## config.mk

```make
export PLATFORM = sky130hd
export DESIGN_NAME = sacl_front
export DESIGN_NICKNAME = d
export VERILOG_FILES = /design/src/hdl/sacl_pkg.sv /design/src/hdl/sacl_front.sv
export SDC_FILE = /design/constraint.sdc
export NUM_CORES = 1
export LEC_CHECK = 0
export BUFFER_PORTS_ARGS = -buffer_cell sky130_fd_sc_hd__buf_2
export CAP_MARGIN = 5
export CORE_UTILIZATION = 30
export CTS_BUF_LIST = sky130_fd_sc_hd__clkbuf_4 sky130_fd_sc_hd__clkbuf_8
export CTS_CLUSTER_DIAMETER = 150
export CTS_CLUSTER_SIZE = 16
export DETAILED_ROUTE_END_ITERATION = 10
export SYNTH_ARGS = -nofsm -noshare
export SYNTH_HDL_FRONTEND = slang
export SYNTH_SLANG_ARGS = --single-unit
export TNS_END_PERCENT = 1
```

## constraint.sdc

```tcl
create_clock -name clk -period 3.8 [get_ports clk]
set_clock_uncertainty 0.2 [all_clocks]
set_input_delay 0.19 -clock clk [delete_from_list [all_inputs] [get_ports clk]]
set_output_delay 0.19 -clock clk [all_outputs]
set_load 0.02 [all_outputs]
```

## src/hdl/sacl_pkg.sv

```systemverilog
// Package with shared types and constants of the set-associative cache tag store.
`default_nettype none
package sacl_pkg;
	localparam logic [2:0] REG_OFFSET  = 3'd0;
	localparam logic [2:0] REG_INDEX   = 3'd1;
	localparam logic [2:0] REG_MODE    = 3'd2;
	localparam logic [2:0] REG_HIT     = 3'd3;
	localparam logic [2:0] REG_PENALTY = 3'd4;

	localparam logic [1:0] MODE_LRU = 2'd0;
	localparam logic [1:0] MODE_LFU = 2'd1;

	typedef struct packed {
		logic [4:0]  offset_bits;
		logic [2:0]  index_bits;
		logic [1:0]  replace_mode;
		logic [15:0] hit_cycles;
		logic [15:0] miss_penalty;
	} cfg_t;
endpackage
`default_nettype wire

```

## src/hdl/sacl_front.sv

```systemverilog
// Front end: takes addresses, splits them into set and tag, and queues the lookups.
`default_nettype none
module sacl_front
	import sacl_pkg::*;
#(
	parameter int SET_W = 6,
	parameter int MAX_IB = 6
) (
	input  wire logic             clk,
	input  wire logic             arst_n,
	input  wire cfg_t             cfg,
	input  wire logic             in_valid,
	output logic                  in_stall,
	input  wire logic [31:0]      in_address,
	output logic                  q_valid,
	input  wire logic             q_pop,
	output logic [SET_W-1:0]      q_set,
	output logic [31:0]           q_tag
);
	logic [SET_W-1:0] set_q [2];
	logic [31:0]      tag_q [2];
	logic [1:0]       wp_q, rp_q;
	logic [2:0]       ib;
	logic [5:0]       shift;
	logic [31:0]      shifted, mask;
	logic             push;

	always_comb begin
		ib = (32'(cfg.index_bits) > MAX_IB) ? 3'(MAX_IB) : cfg.index_bits;
		shifted = in_address >> cfg.offset_bits;
		mask = ~(32'hFFFF_FFFF << ib);
		shift = 6'(cfg.offset_bits) + 6'(ib);
	end

	assign in_stall = (wp_q[1] != rp_q[1]) && (wp_q[0] == rp_q[0]);
	assign push = in_valid && !in_stall;
	assign q_valid = wp_q != rp_q;
	assign q_set = set_q[rp_q[0]];
	assign q_tag = tag_q[rp_q[0]];

	always_ff @(posedge clk) begin
		if (push) begin
			set_q[wp_q[0]] <= SET_W'(shifted & mask);
			tag_q[wp_q[0]] <= shift[5] ? 32'd0 : (in_address >> shift[4:0]);
		end
	end

	always_ff @(posedge clk or negedge arst_n) begin
		if (!arst_n) begin
			wp_q <= '0;
			rp_q <= '0;
		end else begin
			if (push) wp_q <= wp_q + 2'd1;
			if (q_pop && q_valid) rp_q <= rp_q + 2'd1;
		end
	end

	a_no_overfill: assert property (@(posedge clk) disable iff (!arst_n)
		(wp_q - rp_q) <= 2'd2) else $error("lookup queue overfilled");
	a_pop_nonempty: assert property (@(posedge clk) disable iff (!arst_n)
		!q_valid |=> $stable(rp_q)) else $error("pop from empty queue");
	a_push_moves: assert property (@(posedge clk) disable iff (!arst_n)
		push |=> wp_q == $past(wp_q) + 2'd1) else $error("push lost");
endmodule
`default_nettype wire

```

# ---- Word level (Yosys, flattened, before mapping)
# Memories as Yosys holds them, arrays and structs flattened.
# Cells that the tools add are included.
dict set report totals {
  ff_bits 4
  latchBits 0
  ram_bits 76
  rom_bits 0
  inputBits 78
  wordCells 24
  mem_count 2
}
dict set report classes {
  addsub 3
  mul 0
  div_mod_pow 0
  n_lt_le_gt_ge 1
  eq_ne 3
  n_shift 3
  muxes 4
  bitwise_logic 2
  n_reduce_logical 4
}
# memory depth word_bits read_ports rd_ports_with_merged_regs write_ports line
set memory_table {}
lappend memory_table {tag_q 2 32 1 0 1 sacl_front.sv:21} ;# logic [31:0] tag_q [2];
lappend memory_table {set_q 2 6 1 0 1 sacl_front.sv:20} ;# logic [SET_W-1:0] set_q [2];
# operator count
set ops {}
lappend ops {{32-bit 2-to-1 mux} 1}
lappend ops {{32-bit by 3-bit << shifter with 6-bit output (first input constant)} 1}
lappend ops {{32-bit by 5-bit >> shifter with 32-bit output} 1}
lappend ops {{32-bit by 5-bit >> shifter with 6-bit output} 1}
lappend ops {{5-bit by 3-bit adder with 6-bit output} 1}
lappend ops {{6-bit AND} 1}
lappend ops {{6-bit inverter} 1}
lappend ops {{2-bit by 1-bit adder with 2-bit output (second input constant)} 2}
lappend ops {{3-bit greater-than comparator (second input constant)} 1}
lappend ops {{1-bit logical AND} 3}
lappend ops {{3-bit 2-to-1 mux} 1}
lappend ops {{1-bit 2-to-1 mux} 2}
lappend ops {{2-bit != test} 1}
lappend ops {{1-bit equality test} 1}
lappend ops {{1-bit zero test} 1}
lappend ops {{1-bit != test} 1}

# ---- Depth between registers and ports, before layout
dict set report logic_depth {
  depth_word 6
  mapped_depth 11
  mapped_depth_nobuf 10
}

# ---- Least setup slack after synthesis
# No wires, ideal clock.
dict set report synth_timing {
  kind {input to register}
  start {input port cfg[38] (netlist bit)}
  end {memory tag_q[0][20], data pin}
  setup_ns 0.184
  arrival_ns 2.896
  path_slack_ns 0.520
  cell_stages 8
  path_cell_list {clkbuf_1 > inv_2 > fa_1 > clkbuf_1 > clkbuf_1 > mux4_2 > and2_1 > a211oi_1}
}
dict set report synth_via {
  elab_chain_cells 3
}
# item line
set synth_lines {}
lappend synth_lines {{start: declaration} sacl_front.sv:11} ;# input wire cfg_t cfg,
lappend synth_lines {{5-bit by 3-bit adder with 6-bit output (*)} sacl_front.sv:32} ;# shift = 6'(cfg.offset_bits) + 6'(ib);
lappend synth_lines {{32-bit by 5-bit >> shifter with 32-bit output} sacl_front.sv:44} ;# tag_q[wp_q[0]] <= shift[5] ? 32'd0 : (in_address >> shift[4:0]);
lappend synth_lines {{32-bit 2-to-1 mux (*)} sacl_front.sv:44}
lappend synth_lines {{end: declaration} sacl_front.sv:21}
# Every way passes the cells marked *; elsewhere a longest branch is shown, timed or not.

# ---- Final worst setup path
dict set report layout_timing {
  start {input port cfg[36] (netlist bit)}
  end {memory tag_q[1][20], data pin}
}
dict set report layout_via {
  elab_chain_cells 5
}
# item line
set layout_lines {}
lappend layout_lines {{3-bit greater-than comparator} sacl_front.sv:29} ;# ib = (32'(cfg.index_bits) > MAX_IB) ? 3'(MAX_IB) : cfg.index_bits;
lappend layout_lines {{3-bit 2-to-1 mux (*)} sacl_front.sv:29}
lappend layout_lines {{5-bit by 3-bit adder with 6-bit output (*)} sacl_front.sv:32}
lappend layout_lines {{32-bit by 5-bit >> shifter with 32-bit output} sacl_front.sv:44}
lappend layout_lines {{32-bit 2-to-1 mux (*)} sacl_front.sv:44}
# Marks and branches as above.

==> impl_metrics.json <==
{
  "cts_inserted_buffers": 9,
  "outcome": "finished, final reports clean",
  "worstRegToRegCells": 4,
  "setup_viol": 0,
  "crit_fanout": 14,
  "num_rows": 51,
  "r2r-end": "tag_q[0][9]",
  "maxSlewViolCount": 0,
  "core-area_mm2": 0.0196,
  "place_congestion": 0.897,
  "yosysUniqueCellTypes": 56,
  "hpwl_um": 12000,
  "grt_overflow": 0,
  "r2r_start": "rp_q[1]",
  "die_h_um": 144,
  "drc_errors": 0,
  "synth_edf_count": 76,
  "cts_root_buffer": "clkbuf_8",
  "insertion_delay_ns": 0.35,
  "period_needed_ns": 2.98,
  "synth-warning-count": 0,
  "clk_pin_slew_worst_paths_ns": 0.08,
  "total_power_mw": 4.05,
  "cts_tree": "built",
  "wl_per_cell_um": 19.2,
  "path_class": "input port to flip-flop",
  "grt_pass1_vias": 4441,
  "htreeDepth": 3,
  "place_inst": 800,
  "syn_area_mm2": 0.00605,
  "grt_first_pass_wirelength_um": 25000,
  "cap_violations": 0,
  "period_share_pct": 78.3,
  "netlist_top_cells_area": "edfxtp_1 38%, mux4_2 18%, mux2_2 9.7%",
  "endpoint_kind": "flip-flop",
  "drtPass1Iterations": 4,
  "power_density_mw_per_mm2": 579,
  "port_buffers": 83,
  "die-width_um": 144,
  "multi_input_area_mm2": 0.00347,
  "grt_max_degree": 49,
  "antenna_found_initial": 0,
  "cts.sinks": 80,
  "nFillCells": 1952,
  "ys_ff_latch": 80,
  "ir_drop_mv": 0.234,
  "crit_path_start_kind": "input port",
  "hold-path-cell-count": 2,
  "diodes": 0,
  "crit_required_ns": 3.71,
  "setup-tns-final_ns": 0,
  "yosysTopAreaCell": "edfxtp_1",
  "hold_viol_final": 0,
  "ioPinCount": 118,
  "ctsResizeCount": 0,
  "syn_area_per_cell_um2": 12.8,
  "routed_wl_um": 15700,
  "vias": 4427,
  "yosys.area.top_type_share_pct": 37.7,
  "synthCells": 473,
  "rsz0062_at_grt": "false",
  "min-delay-start": "cfg[35]",
  "synth_ff_type": "edfxtp_1",
  "hp-class": "input port to flip-flop",
  "holdPathEnd": "set_q[1][5]",
  "detail_route.vias_per_cell": 5.40,
  "p_leak_nw": 2.56,
  "arrival_ns": 2.88,
  "grt_usage_pct": 15.8,
  "syn_nets": 555,
  "final_cells": 820,
  "ys_async_sr_fraction_pct": 5.00,
  "fin_nets": 632,
  "drive_gt1_share_pct": 40.9,
  "fmax_ghz": 0.336,
  "ff2ff_setup_slack_ns": 1.40,
  "worst_pin_slew_ns": 1.16,
  "area_growth_pct": 15.6,
  "ant_nets": 0,
  "die_area_mm2": 0.0207,
  "ys_seq_area_share_pct": 39.4,
  "area.sequential_mm2": 0.00238,
  "initial_core_util_pct": 30.9,
  "first_iter_violations": 319,
  "clock_path_buffers": 2,
  "relSlewSlack_pct": 22.4
}
[placed cells by master, fill, tap and decap left out, types with 2 or more instances in the layout]
master / instances
a211o_1: 2
a211oi_1: 17
a21o_1: 3
a21oi_1: 17
a22oi_1: 2
a31oi_1: 6
and2_1: 9
buf_2: 83
buf_4: 16
clkbuf_8: 9
clkinv_4: 2
clkinvlp_4: 2
dfrtp_1: 4
dlygate4sd3_1: 4
edfxtp_1: 76
ha_1: 3
inv_1: 7
inv_2: 2
inv_6: 2
mux2_2: 52
mux2i_1: 45
mux4_2: 48
nand2_1: 21
nand2b_1: 6
nand3_1: 2
nor2_1: 23
nor2b_1: 12
nor3_1: 6
o21ai_0: 4
o21ai_1: 6
o221ai_1: 9
o22a_1: 9
o22ai_1: 7
o31ai_1: 3
or2_1: 2
xnor2_1: 9
[worst max path at each step]
stage                        from  depth (start not counted)           end  slack, ns
after floorplan           cfg[38]                          8  tag_q[0][20]       0.52
after global placement    cfg[36]                          8  tag_q[1][20]       0.51
after detailed placement  cfg[36]                          8  tag_q[0][20]       0.47
after CTS                 cfg[36]                          8  tag_q[0][20]       0.86
after global routing      cfg[36]                          8  tag_q[0][20]       0.69
final                     cfg[36]                          8  tag_q[1][20]       0.82
[per-stage QoR]
step	cell area (um2)	hold WS [ns]	setup slack [ns]	util, %
after CTS	6990	0.0915	0.857	35.7
after global routing	6990	0.110	0.692	35.7
final	6990	0.119	0.824	35.7
after floorplan	6050	-0.306	0.520	-
after global placement	6770	-0.208	0.513	34.6
after detailed placement	6770	-0.203	0.466	34.6
[where the power goes]
part	total (mW)	internal, mW	switching (mW)
logic	2.04	0.834	1.20
registers	1.44	1.36	0.0767
clock network	0.576	0.243	0.333
[per-layer routing]
metal  wire [um]  global-route usage (%)  up-vias
met4         199                    4.09        0
li1            -                       -     2055
met3         819                    2.28       14
met5           0                       0        -
met2        7150                    24.6      148
met1        7560                    23.0     2210
[sequential cells by signal, summed over array words and instances, names as in the netlist]
signal	flops
wp_q	2
tag_q	64
set_q	12
rp_q	2
[critical path, stage by stage]
cell	delay (ns)
buf_2	0.16
a21boi_4	0.30
ha_1	0.23
inv_1	0.06
fa_2	0.80
mux4_2	0.58
and2_1	0.18
a211oi_1	0.37
[repair_timing]
| action | CTS | global route |
|---|---|---|
| hold endpoints to repair | 7 | 0 |
| setup buffers | 0 | 0 |
| hold buffers | 4 | 0 |
[kinds of logic (layout without fill, tap and decap cells)]
logic type                 count (synthesis)  after routing  share of synthesized area, %
muxes                                    146            146                          35.2
adders and majority gates                  4              4                         0.951
DFF                                       80             80                          39.4
and+or+nand+nor                           86             86                          6.89
AOI/OAI and AO/OA                         98             98                          11.7
xor gates and xnor gates                  12             12                          2.17
buffers and inverters                     47            129                          3.64
[cell type report]
class | instances | share of cell area, %
multi-input combinational | 346 | 49.6
timing repair buffer | 104 | 8.52
tap | 265 | 4.74
clock inverter | 7 | 0.787
clock buffer | 9 | 1.77
sequential | 80 | 34.1
inverter | 9 | 0.483
[synthesized netlist by cell type, types with 12 or more instances]
cell type / instances
a211oi_1: 17
a21oi_1: 17
nand2_1: 21
edfxtp_1: 76
mux2i_1: 45
mux4_2: 48
nor2b_1: 12
clkbuf_1: 19
mux2_2: 52
nor2_1: 24
Power figures use the tool's default switching activity.
